`src/rtl/battery_percent_estimator_top_defines.svh`:
```
// ----------------------------------------------------------------------------
// Battery percent estimator assertion macros
// Shared assertion shorthands; they expand to nothing in synthesis builds.
// ----------------------------------------------------------------------------
`ifndef BATTERY_PERCENT_ESTIMATOR_TOP_DEFINES_SVH
`define BATTERY_PERCENT_ESTIMATOR_TOP_DEFINES_SVH

`ifndef SYNTHESIS
// expression holds at every clock edge out of reset
`define BPE_ASSERT_ALWAYS(lbl, clk, rst, expr) \
   lbl: assert property (@(posedge clk) disable iff (rst) (expr)) \
      else $error("invariant violated");
// consequent holds in the same cycle as the antecedent
`define BPE_ASSERT_IMPL(lbl, clk, rst, ante, cons) \
   lbl: assert property (@(posedge clk) disable iff (rst) (ante) |-> (cons)) \
      else $error("implication violated");
// consequent holds in the cycle after the antecedent
`define BPE_ASSERT_NEXT(lbl, clk, rst, ante, cons) \
   lbl: assert property (@(posedge clk) disable iff (rst) (ante) |=> (cons)) \
      else $error("next-cycle implication violated");
`else
`define BPE_ASSERT_ALWAYS(lbl, clk, rst, expr)
`define BPE_ASSERT_IMPL(lbl, clk, rst, ante, cons)
`define BPE_ASSERT_NEXT(lbl, clk, rst, ante, cons)
`endif

`endif

```
`src/rtl/bpe_pkg.sv`:
```
// ----------------------------------------------------------------------------
// Battery percent estimator package
// Widths, fixed-point constants and the controller/datapath interface types.
// ----------------------------------------------------------------------------
package bpe_pkg;

   // field widths
   localparam int RAW_W       = 16;
   localparam int GAIN_W      = 16;
   localparam int GAIN_FRAC_W = 12;
   localparam int PCT_W       = 7;
   localparam int TENTHS_W    = 10;
   localparam int CSR_INDEX_W = 1;
   localparam int CSR_DATA_W  = 16;

   // polynomial datapath widths
   localparam int ACC_W      = 44;                 // Horner accumulator, Q16
   localparam int MUL_W      = ACC_W + RAW_W + 1;  // accumulator times millivolts
   localparam int PROD_W     = 56;                 // products that really occur fit here
   localparam int COEF_W     = 30;
   localparam int Q16_FRAC_W = 16;
   localparam int NUM_TERMS  = 3;
   localparam int TERM_W     = 2;

   // divide-by-1000 unit: 14-bit quotient digits, each an estimate step then a remainder step
   localparam int DIV_DIGIT_W = 14;
   localparam int DIV_DIGITS  = PROD_W / DIV_DIGIT_W;
   localparam int DIV_CYCLES  = 2 * DIV_DIGITS;
   localparam int DIV_CNT_W   = $clog2(DIV_CYCLES + 1);
   localparam int REM_W       = 10;
   localparam int DIV_PART_W  = REM_W + DIV_DIGIT_W;   // remainder and next digit
   localparam logic [REM_W-1:0] DIVISOR = 10'd1000;
   // ceil(2^34 / 1000): exact floor quotient for every partial dividend below 2^24
   localparam int                     RECIP1000_W     = 25;
   localparam logic [RECIP1000_W-1:0] RECIP1000       = 25'd17179870;
   localparam int                     RECIP1000_SHIFT = 34;

   // cubic LiPo coefficients, Q16
   localparam logic signed [COEF_W-1:0] COEF_A = -30'sd9498722;
   localparam logic signed [COEF_W-1:0] COEF_B = 30'sd108518631;
   localparam logic signed [COEF_W-1:0] COEF_C = -30'sd403626525;
   localparam logic signed [COEF_W-1:0] COEF_D = 30'sd491606521;
   localparam logic signed [COEF_W-1:0] HORNER_COEF [NUM_TERMS] = '{COEF_B, COEF_C, COEF_D};

   localparam logic signed [MUL_W-1:0] DIV_ROUND    = MUL_W'(500);
   localparam logic signed [ACC_W-1:0] Q16_HALF     = ACC_W'(32768);
   localparam logic signed [ACC_W-1:0] PCT_FULL_Q16 = ACC_W'(100 * 65536);

   // percentages and smoothing
   localparam logic [PCT_W-1:0]    PCT_MAX        = 7'd100;
   localparam logic [PCT_W-1:0]    PCT_ZERO       = 7'd0;
   localparam int                  SUM_W          = 14;
   localparam logic [3:0]          EMA_KEEP       = 4'd9;
   localparam logic [3:0]          EMA_NEW        = 4'd10;
   localparam logic [6:0]          SEED_SCALE     = 7'd100;
   localparam int                  RECIP_W        = 13;
   localparam logic [RECIP_W-1:0]  RECIP10        = 13'd6554;  // ceil(2^16 / 10)
   localparam int                  RECIP_SHIFT    = 16;
   localparam logic [TENTHS_W-1:0] TENTHS_MAX     = 10'd1000;
   localparam logic [GAIN_W-1:0]   GAIN_RESET     = 16'd8192;

   // source modes
   localparam logic MODE_ADC   = 1'b0;
   localparam logic MODE_GAUGE = 1'b1;

   // register indexes
   typedef enum logic [CSR_INDEX_W-1:0] {
      CSR_SOURCE_MODE  = 1'b0,
      CSR_DIVIDER_GAIN = 1'b1
   } csr_index_type;

   // controller to datapath
   typedef struct packed {
      logic              take_req;
      logic              scale;
      logic              mul;
      logic              div_start;
      logic              acc_update;
      logic [TERM_W-1:0] coef_sel;
      logic              clamp;
      logic              gauge;
      logic              ema_sum;
      logic              ema_div;
      logic              load_rsp;
   } bpe_cmd_type;

   // datapath to controller
   typedef struct packed {
      logic source_mode;
      logic div_done;
   } bpe_status_type;

endpackage

```
`src/rtl/bpe_div1000.sv`:
```
// ----------------------------------------------------------------------------
// Floor divide by 1000
// Signed floor division by 1000 as long division in 14-bit digits. For each
// digit a reciprocal multiply first estimates it, then the remainder is
// formed. A negative numerator n is handled as ~(~n / 1000), which floors.
// ----------------------------------------------------------------------------
`include "battery_percent_estimator_top_defines.svh"

module bpe_div1000 import bpe_pkg::*; (
   input  logic                     clock,
   input  logic                     reset,
   input  logic                     start,
   input  logic signed [PROD_W-1:0] numer,
   output logic                     done,
   output logic signed [PROD_W-1:0] quot
);

   logic [DIV_CNT_W-1:0]               cnt_ff, cnt_in;
   logic                               done_ff, done_in;
   logic                               neg_ff;
   logic [PROD_W-1:0]                  work_ff;
   logic [REM_W-1:0]                   rem_ff;
   logic [DIV_DIGIT_W-1:0]             digit_ff;
   logic [DIV_PART_W-1:0]              partial;
   logic [DIV_PART_W+RECIP1000_W-1:0]  recip_prod;
   logic [DIV_PART_W-1:0]              digit_scaled;
   logic [DIV_PART_W-1:0]              rem_full;

   // partial dividend: running remainder followed by the next digit
   assign partial = {rem_ff, work_ff[PROD_W-1 -: DIV_DIGIT_W]};

   // estimate the digit; exact since the partial dividend stays below 1000 * 2^14
   assign recip_prod = partial * RECIP1000;

   // remainder left by the registered digit
   assign digit_scaled = DIV_PART_W'(digit_ff) * DIV_PART_W'(DIVISOR);
   assign rem_full     = partial - digit_scaled;

   // count steps and flag the last one
   always_comb begin
      cnt_in = cnt_ff;
      if (start) begin
         cnt_in = DIV_CNT_W'(DIV_CYCLES);
      end else if (cnt_ff != '0) begin
         cnt_in = cnt_ff - DIV_CNT_W'(1);
      end
      done_in = !start && (cnt_ff == DIV_CNT_W'(1));
   end

   always_ff @(posedge clock) begin
      if (reset) begin
         cnt_ff  <= '0;
         done_ff <= 1'b0;
      end else begin
         cnt_ff  <= cnt_in;
         done_ff <= done_in;
      end
   end

   // load the numerator, inverted if negative, on start; even counts estimate, odd counts shift the digit in
   always_ff @(posedge clock) begin
      if (start) begin
         neg_ff  <= numer[PROD_W-1];
         work_ff <= numer[PROD_W-1] ? ~numer : numer;
         rem_ff  <= '0;
      end else if (cnt_ff != '0) begin
         if (!cnt_ff[0]) begin
            digit_ff <= recip_prod[RECIP1000_SHIFT +: DIV_DIGIT_W];
         end else begin
            rem_ff  <= rem_full[REM_W-1:0];
            work_ff <= {work_ff[PROD_W-DIV_DIGIT_W-1:0], digit_ff};
         end
      end
   end

   assign done = done_ff;
   assign quot = neg_ff ? $signed(~work_ff) : $signed(work_ff);

   `BPE_ASSERT_IMPL(a_div_start_when_idle, clock, reset, start, cnt_ff == '0)

endmodule

```
`src/rtl/bpe_datapath.sv`:
```
// ----------------------------------------------------------------------------
// Battery percent estimator datapath
// Configuration registers, divider scaling, Horner evaluation of the cubic,
// gauge word check, exponential smoothing and the result register.
// ----------------------------------------------------------------------------
`include "battery_percent_estimator_top_defines.svh"

module bpe_datapath import bpe_pkg::*; (
   input  logic                   clock,
   input  logic                   reset,
   input  logic                   csr_write_enable,
   input  logic [CSR_INDEX_W-1:0] csr_index,
   input  logic [CSR_DATA_W-1:0]  csr_write_data,
   input  logic [RAW_W-1:0]       req_raw_value,
   input  logic                   req_read_ok,
   input  bpe_cmd_type            cmd,
   output bpe_status_type         status,
   output logic [PCT_W-1:0]       rsp_percent_now,
   output logic [PCT_W-1:0]       rsp_percent_smoothed
);

   // configuration
   logic              mode_ff;
   logic [GAIN_W-1:0] gain_ff;

   // working registers
   logic [RAW_W-1:0]         raw_ff;
   logic                     ok_ff;
   logic [RAW_W-1:0]         mv_ff, mv_in;
   logic signed [ACC_W-1:0]  acc_ff, acc_in;
   logic signed [PROD_W-1:0] prod_ff, prod_in;
   logic [PCT_W-1:0]         now_ff, now_in;
   logic [SUM_W-1:0]         sum_ff, sum_in;
   logic [TENTHS_W-1:0]      smooth_ff, smooth_in;
   logic                     seeded_ff;
   logic [PCT_W-1:0]         last_good_ff, last_good_in;
   logic [PCT_W-1:0]         rsp_now_ff;
   logic [PCT_W-1:0]         rsp_smooth_ff, rsp_smooth_in;

   // intermediate values
   logic [RAW_W+GAIN_W-1:0]        scale_prod;
   logic [RAW_W+GAIN_W-GAIN_FRAC_W-1:0] scale_shift;
   logic signed [MUL_W-1:0]        mul_full, mul_round;
   logic signed [PROD_W-1:0]       div_quot;
   logic                           div_done;
   logic signed [ACC_W-1:0]        rounded;
   logic [PCT_W-1:0]               clamp_pct;
   logic                           gauge_good;
   logic [SUM_W+RECIP_W-1:0]       sum_recip;
   logic [TENTHS_W+RECIP_W-1:0]    out_recip;

   // write configuration registers
   always_ff @(posedge clock) begin
      if (reset) begin
         mode_ff <= MODE_ADC;
         gain_ff <= GAIN_RESET;
      end else if (csr_write_enable) begin
         unique case (csr_index)
            CSR_SOURCE_MODE:  mode_ff <= csr_write_data[0];
            CSR_DIVIDER_GAIN: gain_ff <= csr_write_data[GAIN_W-1:0];
            default: ;
         endcase
      end
   end

   // scale by the divider gain and saturate to 16 bits
   assign scale_prod  = raw_ff * gain_ff;
   assign scale_shift = scale_prod[RAW_W+GAIN_W-1:GAIN_FRAC_W];
   assign mv_in = (|scale_shift[RAW_W+GAIN_W-GAIN_FRAC_W-1:RAW_W]) ? '1
                                                                   : scale_shift[RAW_W-1:0];

   // Horner multiply with rounding offset ahead of the divide
   assign mul_full  = acc_ff * $signed({1'b0, mv_ff});
   assign mul_round = mul_full + DIV_ROUND;
   assign prod_in   = mul_round[PROD_W-1:0];

   bpe_div1000 u_div (
      .clock (clock),
      .reset (reset),
      .start (cmd.div_start),
      .numer (prod_ff),
      .done  (div_done),
      .quot  (div_quot)
   );

   // seed the accumulator or add the next coefficient
   always_comb begin
      acc_in = acc_ff;
      if (cmd.scale) begin
         acc_in = ACC_W'(COEF_A);
      end else if (cmd.acc_update) begin
         acc_in = $signed(div_quot[ACC_W-1:0]) + ACC_W'(HORNER_COEF[cmd.coef_sel]);
      end
   end

   // clamp the Q16 result to 0..100 and round half up
   assign rounded   = acc_ff + Q16_HALF;
   assign clamp_pct = acc_ff[ACC_W-1]      ? PCT_ZERO :
                      (acc_ff > PCT_FULL_Q16) ? PCT_MAX  :
                      rounded[Q16_FRAC_W +: PCT_W];

   // gauge word: keep the last good value on a failed or out-of-range read
   assign gauge_good   = ok_ff && (raw_ff <= RAW_W'(PCT_MAX));
   assign last_good_in = (cmd.gauge && gauge_good) ? raw_ff[PCT_W-1:0] : last_good_ff;

   always_comb begin
      now_in = now_ff;
      if (cmd.clamp) begin
         now_in = clamp_pct;
      end else if (cmd.gauge) begin
         now_in = gauge_good ? raw_ff[PCT_W-1:0] : last_good_ff;
      end
   end

   // smoothing: tenths sum, then divide by ten through a reciprocal
   assign sum_in = seeded_ff ?
                   SUM_W'(smooth_ff) * SUM_W'(EMA_KEEP) + SUM_W'(now_ff) * SUM_W'(EMA_NEW) :
                   SUM_W'(now_ff) * SUM_W'(SEED_SCALE);
   assign sum_recip     = sum_ff * RECIP10;
   assign smooth_in     = sum_recip[RECIP_SHIFT +: TENTHS_W];
   assign out_recip     = smooth_ff * RECIP10;
   assign rsp_smooth_in = out_recip[RECIP_SHIFT +: PCT_W];

   // state that persists across items
   always_ff @(posedge clock) begin
      if (reset) begin
         smooth_ff    <= '0;
         seeded_ff    <= 1'b0;
         last_good_ff <= PCT_MAX;
      end else begin
         last_good_ff <= last_good_in;
         if (cmd.ema_div) begin
            smooth_ff <= smooth_in;
            seeded_ff <= 1'b1;
         end
      end
   end

   // hold payload registers
   always_ff @(posedge clock) begin
      if (cmd.take_req) begin
         raw_ff <= req_raw_value;
         ok_ff  <= req_read_ok;
      end
      if (cmd.scale) begin
         mv_ff <= mv_in;
      end
      if (cmd.mul) begin
         prod_ff <= prod_in;
      end
      acc_ff <= acc_in;
      now_ff <= now_in;
      if (cmd.ema_sum) begin
         sum_ff <= sum_in;
      end
      if (cmd.load_rsp) begin
         rsp_now_ff    <= now_ff;
         rsp_smooth_ff <= rsp_smooth_in;
      end
   end

   assign status.source_mode = mode_ff;
   assign status.div_done    = div_done;

   assign rsp_percent_now      = rsp_now_ff;
   assign rsp_percent_smoothed = rsp_smooth_ff;

   `BPE_ASSERT_ALWAYS(a_smooth_in_range, clock, reset, smooth_ff <= TENTHS_MAX)
   `BPE_ASSERT_ALWAYS(a_last_good_in_range, clock, reset, last_good_ff <= PCT_MAX)

endmodule

```
`src/rtl/bpe_ctrl.sv`:
```
// ----------------------------------------------------------------------------
// Battery percent estimator controller
// Sequences one item through scaling, three Horner terms and clamping, or the
// gauge check, then smoothing and the result register; owns the handshakes.
// ----------------------------------------------------------------------------
`include "battery_percent_estimator_top_defines.svh"

module bpe_ctrl import bpe_pkg::*; (
   input  logic           clock,
   input  logic           reset,
   input  logic           req_valid,
   output logic           req_ready,
   output logic           rsp_valid,
   input  logic           rsp_ready,
   input  bpe_status_type status,
   output bpe_cmd_type    cmd
);

   typedef enum logic [9:0] {
      ST_IDLE    = 10'b00_0000_0001,
      ST_SCALE   = 10'b00_0000_0010,
      ST_MUL     = 10'b00_0000_0100,
      ST_DSTART  = 10'b00_0000_1000,
      ST_DWAIT   = 10'b00_0001_0000,
      ST_CLAMP   = 10'b00_0010_0000,
      ST_GAUGE   = 10'b00_0100_0000,
      ST_EMA_SUM = 10'b00_1000_0000,
      ST_EMA_DIV = 10'b01_0000_0000,
      ST_EMIT    = 10'b10_0000_0000
   } state_type;

   localparam logic [TERM_W-1:0] LAST_TERM = TERM_W'(NUM_TERMS - 1);

   state_type         state_ff, state_in;
   logic [TERM_W-1:0] step_ff, step_in;
   logic              rsp_valid_ff, rsp_valid_in;
   logic              accept;
   logic              slot_free;

   assign req_ready = (state_ff == ST_IDLE);
   assign accept    = req_valid && req_ready;
   assign slot_free = !rsp_valid_ff || rsp_ready;

   // next state
   always_comb begin
      state_in = state_ff;
      unique case (state_ff)
         ST_IDLE: begin
            if (accept) begin
               state_in = (status.source_mode == MODE_GAUGE) ? ST_GAUGE : ST_SCALE;
            end
         end
         ST_SCALE:  state_in = ST_MUL;
         ST_MUL:    state_in = ST_DSTART;
         ST_DSTART: state_in = ST_DWAIT;
         ST_DWAIT: begin
            if (status.div_done) begin
               state_in = (step_ff == LAST_TERM) ? ST_CLAMP : ST_MUL;
            end
         end
         ST_CLAMP:   state_in = ST_EMA_SUM;
         ST_GAUGE:   state_in = ST_EMA_SUM;
         ST_EMA_SUM: state_in = ST_EMA_DIV;
         ST_EMA_DIV: state_in = ST_EMIT;
         ST_EMIT: begin
            if (slot_free) begin
               state_in = ST_IDLE;
            end
         end
         default: state_in = ST_IDLE;
      endcase
   end

   // datapath commands
   always_comb begin
      cmd.take_req   = accept;
      cmd.scale      = (state_ff == ST_SCALE);
      cmd.mul        = (state_ff == ST_MUL);
      cmd.div_start  = (state_ff == ST_DSTART);
      cmd.acc_update = (state_ff == ST_DWAIT) && status.div_done;
      cmd.coef_sel   = step_ff;
      cmd.clamp      = (state_ff == ST_CLAMP);
      cmd.gauge      = (state_ff == ST_GAUGE);
      cmd.ema_sum    = (state_ff == ST_EMA_SUM);
      cmd.ema_div    = (state_ff == ST_EMA_DIV);
      cmd.load_rsp   = (state_ff == ST_EMIT) && slot_free;
   end

   // Horner term counter
   always_comb begin
      step_in = step_ff;
      if (cmd.scale) begin
         step_in = '0;
      end else if (cmd.acc_update) begin
         step_in = step_ff + TERM_W'(1);
      end
   end

   // result word valid: set on load, drop when taken
   always_comb begin
      rsp_valid_in = rsp_valid_ff;
      if (cmd.load_rsp) begin
         rsp_valid_in = 1'b1;
      end else if (rsp_ready) begin
         rsp_valid_in = 1'b0;
      end
   end

   always_ff @(posedge clock) begin
      if (reset) begin
         state_ff     <= ST_IDLE;
         step_ff      <= '0;
         rsp_valid_ff <= 1'b0;
      end else begin
         state_ff     <= state_in;
         step_ff      <= step_in;
         rsp_valid_ff <= rsp_valid_in;
      end
   end

   assign rsp_valid = rsp_valid_ff;

   `BPE_ASSERT_IMPL(a_div_done_in_wait, clock, reset, status.div_done, state_ff == ST_DWAIT)
   `BPE_ASSERT_NEXT(a_accept_starts_work, clock, reset, accept, state_ff == ST_SCALE || state_ff == ST_GAUGE)

endmodule

```
`src/rtl/battery_percent_estimator_top.sv`:
```
// ----------------------------------------------------------------------------
// Battery percent estimator
// Each accepted word is one battery reading and yields one result word with
// the raw and the smoothed charge percentage. In ADC mode the reading is
// scaled by the Q4.12 divider gain and run through a cubic LiPo curve; in
// gauge mode it is a state-of-charge word, used if the read is good and at
// most 100, else the last good value stands. Items are handled one at a time;
// an item is held at the end while the previous result word is still unread.
// An ADC item passes through the shared divide-by-1000 unit, which forms a
// 56-bit quotient as four 14-bit digits, each by a reciprocal multiply, then
// the remainder, and runs once for each of the three Horner terms. A finished
// result waits in its own register, so the next item is taken while it is
// still unread. The user must write registers through the csr port only
// while no item is in flight; the block itself does not enforce this.
// ----------------------------------------------------------------------------
module battery_percent_estimator_top import bpe_pkg::*; (
   input  logic                   clock,
   input  logic                   reset,
   input  logic                   req_valid,
   output logic                   req_ready,
   input  logic [RAW_W-1:0]       req_raw_value,
   input  logic                   req_read_ok,
   output logic                   rsp_valid,
   input  logic                   rsp_ready,
   output logic [PCT_W-1:0]       rsp_percent_now,
   output logic [PCT_W-1:0]       rsp_percent_smoothed,
   input  logic                   csr_write_enable,
   input  logic [CSR_INDEX_W-1:0] csr_index,
   input  logic [CSR_DATA_W-1:0]  csr_write_data
);

   bpe_cmd_type    cmd;
   bpe_status_type status;

   // sequence the item
   bpe_ctrl u_ctrl (
      .clock     (clock),
      .reset     (reset),
      .req_valid (req_valid),
      .req_ready (req_ready),
      .rsp_valid (rsp_valid),
      .rsp_ready (rsp_ready),
      .status    (status),
      .cmd       (cmd)
   );

   // compute the percentages
   bpe_datapath u_datapath (
      .clock                (clock),
      .reset                (reset),
      .csr_write_enable     (csr_write_enable),
      .csr_index            (csr_index),
      .csr_write_data       (csr_write_data),
      .req_raw_value        (req_raw_value),
      .req_read_ok          (req_read_ok),
      .cmd                  (cmd),
      .status               (status),
      .rsp_percent_now      (rsp_percent_now),
      .rsp_percent_smoothed (rsp_percent_smoothed)
   );

endmodule
```
`config.mk`:
```
export PLATFORM = sky130hd
export DESIGN_NAME = battery_percent_estimator_top
export DESIGN_NICKNAME = d
export VERILOG_FILES = /design/src/rtl/bpe_pkg.sv /design/src/rtl/bpe_div1000.sv /design/src/rtl/bpe_datapath.sv /design/src/rtl/bpe_ctrl.sv /design/src/rtl/battery_percent_estimator_top.sv
export VERILOG_INCLUDE_DIRS = /design/src /design/src/rtl
export SDC_FILE = /design/constraint.sdc
export NUM_CORES = 2
export LEC_CHECK = 0
export BUFFER_PORTS_ARGS = -buffer_cell sky130_fd_sc_hd__buf_2
export CORE_MARGIN = 10
export CORE_UTILIZATION = 49
export DETAILED_ROUTE_END_ITERATION = 6
export GPL_TIMING_DRIVEN = 1
export RECOVER_POWER = 50
export SLEW_MARGIN = 20
export SYNTH_ARGS = -nofsm -noshare
export SYNTH_HDL_FRONTEND = slang
export SYNTH_SLANG_ARGS = --single-unit
```
`constraint.sdc`:
```
create_clock -name clock -period 9.2 [get_ports clock]
set_clock_uncertainty 0.1 [all_clocks]
set_input_delay 1.84 -clock clock [delete_from_list [all_inputs] [get_ports clock]]
set_output_delay 1.84 -clock clock [all_outputs]
set_load 0.005 [all_outputs]
```
==> metrics.md <==
| Metric | Value |
|---|---|
| Final Max Tran Viols | `354` |
| Post-Syn Area | `60,320 um^2` |
| FILL cells | `approximately 11,000` |
| Syn_area_per_cell | `9.482 um^2` |
| Die width | `370.9 um` |
| Post-route cell area | `63,410 um^2` |
| Worst hold slack | `398.1 ps` |
| FP Rows | `128` |
| H-tree Lvls | `2` |
| Min cycle time layout | `between 8000 and 9000 ps` |
| CP Max Fanout | `26` |
| First-pass GRT wire length | `244,700 um` |
| Crit path launch | `u_datapath.mv_ff[2]` |
| Synth warnings | `0` |
| Final period util | `88.84%` |
| Post-synth top area share | `35.91%` |
| Area of the multi-input gates | `46,090 um^2` |
| Clk sinks | `302` |
| Hold WC Path Type | `reg -> reg` |
| Max-Cap Viols | `6` |
| Post-cts sizing count | `0` |
| Clock-pin slew on the worst setup and hold paths | `60 ps` |
| Worst Path Arrival | `8480 ps` |
| RR Startpoint | `u_datapath.mv_ff[2]` |
| Max_slew headroom | `-170.2%` |
| Final setup viols | `0` |
| Post-Synthesis Cells | `6,362` |
| Critical path capture point type | `flop` |
| Final #Nets | `just over 8,000` |
| R2r setup slk | `between 1000 and 1500 ps` |
| DRC violations left | `0` |
| Critical hold path startpoint | `u_datapath.last_good_ff[3]` |
| CTS buffer count | `37` |
| Critical path launch point type | `flop` |
| Critical path class | `reg -> reg` |
| EDFF count, synth | `195` |
| CTS tree | `done` |
| Vias in the first global route | `44,900` |
| Status | `finished, violations left` |
| Detailed-route wire length per cell | `18.59 um` |
| Layout area overhead | `5.125%` |
| Final HPWL DP | `117,000 um` |
| Die Y | `about 370 um` |
| Largest net degree at the start of global routing | `72` |
| Drt initial violations | `2,245` |
| Die footprint | `137,500 um^2` |
| Vias | `41,705` |
| Core box area | `122,000 um^2` |
| Routed wire length | `between 100,000 and 150,000 um` |
| Fin Setup TNS | `0 ps` |
| RSZ-0062 raised after global routing | `false` |
| Total grt overflow | `0` |
| Sequential Area | `7998 um^2` |
| Routability-driven placement congestion ratio | `0.8798` |
| Synth Flop Type | `edfxtp_1` |
| Starting Density | `between 40 and 50%` |
| Worst skew pair latency | `590 ps` |
| Dpl cell area | `62,230 um^2` |
| Drt pass-1 iters | `5` |
| Initial antenna violation count | `3` |
| # hold bufs at CTS | `0` |
| Clock root cell | `clkbuf_16` |
| Least-Margin Pin Slew | `between 4000 and 5000 ps` |
| Max Clk Rate | `0.1223 GHz` |
| Vias per cell | `5.253` |
| Leading area contributor after synthesis | `fa_1` |
| Final hold violation count | `0` |
| Total Routing Usage GR | `22.27%` |
| IO Count | `55` |
| Sequential-to-total area share from yosys stat | `13.26%` |
| Ys async rst share | `0%` |
| CTS Buffer Depth | `3` |
| Net Count, Synth | `8,274` |
| Ranking of synthesized cells by area | `fa_1 (36%), ha_1 (16%), edfxtp_1 (9.7%)` |
| Failing checks | `max-capacitance violations, max-slew violations` |
| Post-CTS setup buffers | `0` |
| FF+latch count, synth | `roughly 300` |
| Layout cell share with drive strength beyond 1 | `2.978%` |
| I/O Buffers | `54` |
| Post-DRT Antenna Nets | `0` |
| CP required | `9510 ps` |
| Distinct cells, synth | `between 70 and 80` |
==> synthesized netlist by cell type, drive strengths merged (22+ instances only) <==
cell	count
a21oi	216
nand2	699
edfxtp	195
inv	1435
o21bai	24
ha	791
nor3	36
a21o	72
o21ai	156
nand4	22
o211ai	26
nand3	42
nand2b	24
nor2b	27
o21a	22
nor2	129
xor2	107
dfxtp	107
fa	1082
xnor2	185
and2	518
clkbuf	218
==> metrics by stage <==
step | instances | worst slack, ps | util [%]
finish | 7939 | 1026 | 51.96
global route | 7938 | 705.1 | 51.96
global placement | 7870 | 1363 | 50.98
detailed placement | 7871 | 1167 | 50.99
floorplan | 6362 | 2504 | -
CTS | 7938 | 1073 | 51.99
==> kinds of logic (layout without fill, tap and decap cells) <==
logic type                 count (synthesis)  count (layout)  share of synthesized area (%)
AOI/OAI and AO/OA                        626             626                          6.511
xor gates and xnor gates                 292             292                          4.240
adders and majority gates               1873            1873                          52.32
buffers and inverters                   1664            1615                          10.36
DFF                                      302             302                          13.26
muxes                                     22              22                         0.3775
other                                      0               1                              0
and+or+nand+nor                         1583            1583                          12.93
==> state kept, by name, indices dropped and copies added (netlist names), 14 cells and up <==
register and count:
u_datapath.sum_ff 14, u_datapath.mv_ff 16, u_datapath.u_div.digit_ff 14, u_datapath.gain_ff 16, u_datapath.prod_ff 56, u_datapath.u_div.work_ff 56, u_datapath.raw_ff 16, u_datapath.acc_ff 44
==> final timing paths <==
| path | cells past startpoint | end |
|---|---|---|
| setup / recovery | 22 | u_datapath.prod_ff[55] |
| hold / removal | 2 | u_datapath.last_good_ff[3] |
| setup reg to reg | 22 | u_datapath.prod_ff[55] |
| hold reg to reg | 2 | u_datapath.last_good_ff[3] |
==> area by class of cell <==
type                       instances  share of cell area, %
inverter                        1435                  8.494
sequential                       302                  12.61
multi-input combinational       4396                  72.68
clock buffer                      53                  1.717
tap                             1625                  3.206
antenna                            1               0.003946
clock inverter                    14                 0.2151
timing repair buffer             113                  1.073
==> routing by layer <==
| layer | track usage, % | up-vias | part of all wire [%] |
|---|---|---|---|
| met3 | 2.531 | 169 | 5.4 |
| met1 | 31.42 | 21106 | 46 |
| met5 | 0 | - | 0 |
| met2 | 36.65 | 996 | 47 |
| li1 | - | 19434 | - |
| met4 | 5.062 | 0 | 2.2 |
==> cell usage in the layout (no fill, tap or decap), drive strengths merged, types with 7 or more instances in the layout <==
| cell type | n |
|---|---|
| edfxtp | 195 |
| nor3 | 36 |
| o21ai | 156 |
| and3 | 20 |
| xor2 | 107 |
| nor2 | 129 |
| and2 | 518 |
| a31oi | 14 |
| nor3b | 10 |
| o2111ai | 8 |
| o21a | 22 |
| nor4 | 16 |
| inv | 1438 |
| xnor2 | 185 |
| o211ai | 26 |
| nand4 | 22 |
| a2111oi | 7 |
| a21o | 72 |
| ha | 791 |
| a21oi | 216 |
| nor2b | 27 |
| nand2b | 24 |
| mux2i | 16 |
| fa | 1082 |
| a211o | 10 |
| clkbuf | 71 |
| a211oi | 12 |
| nand3 | 42 |
| buf | 95 |
| nand2 | 699 |
| o21bai | 24 |
| clkinv | 9 |
| o31ai | 8 |
| or3 | 13 |
| dfxtp | 107 |
==> worst max-delay path: stages, from the launching register on <==
cell	delay, ps
edfxtp_1	1140
buf_4	480
nand2_1	130
fa_1	540
fa_1	510
fa_1	510
inv_1	50
fa_1	500
fa_1	490
inv_1	50
fa_1	490
inv_1	50
ha_1	360
a211oi_1	290
nor3b_1	110
o41ai_1	460
o21a_1	230
o21ai_1	80
nor2_1	300
o31ai_1	170
or4_1	450
a2111o_1	380
o211ai_1	100
Power is not shown: default switching activity piles up to over one toggle a cycle in this logic, so the estimate is an artifact.
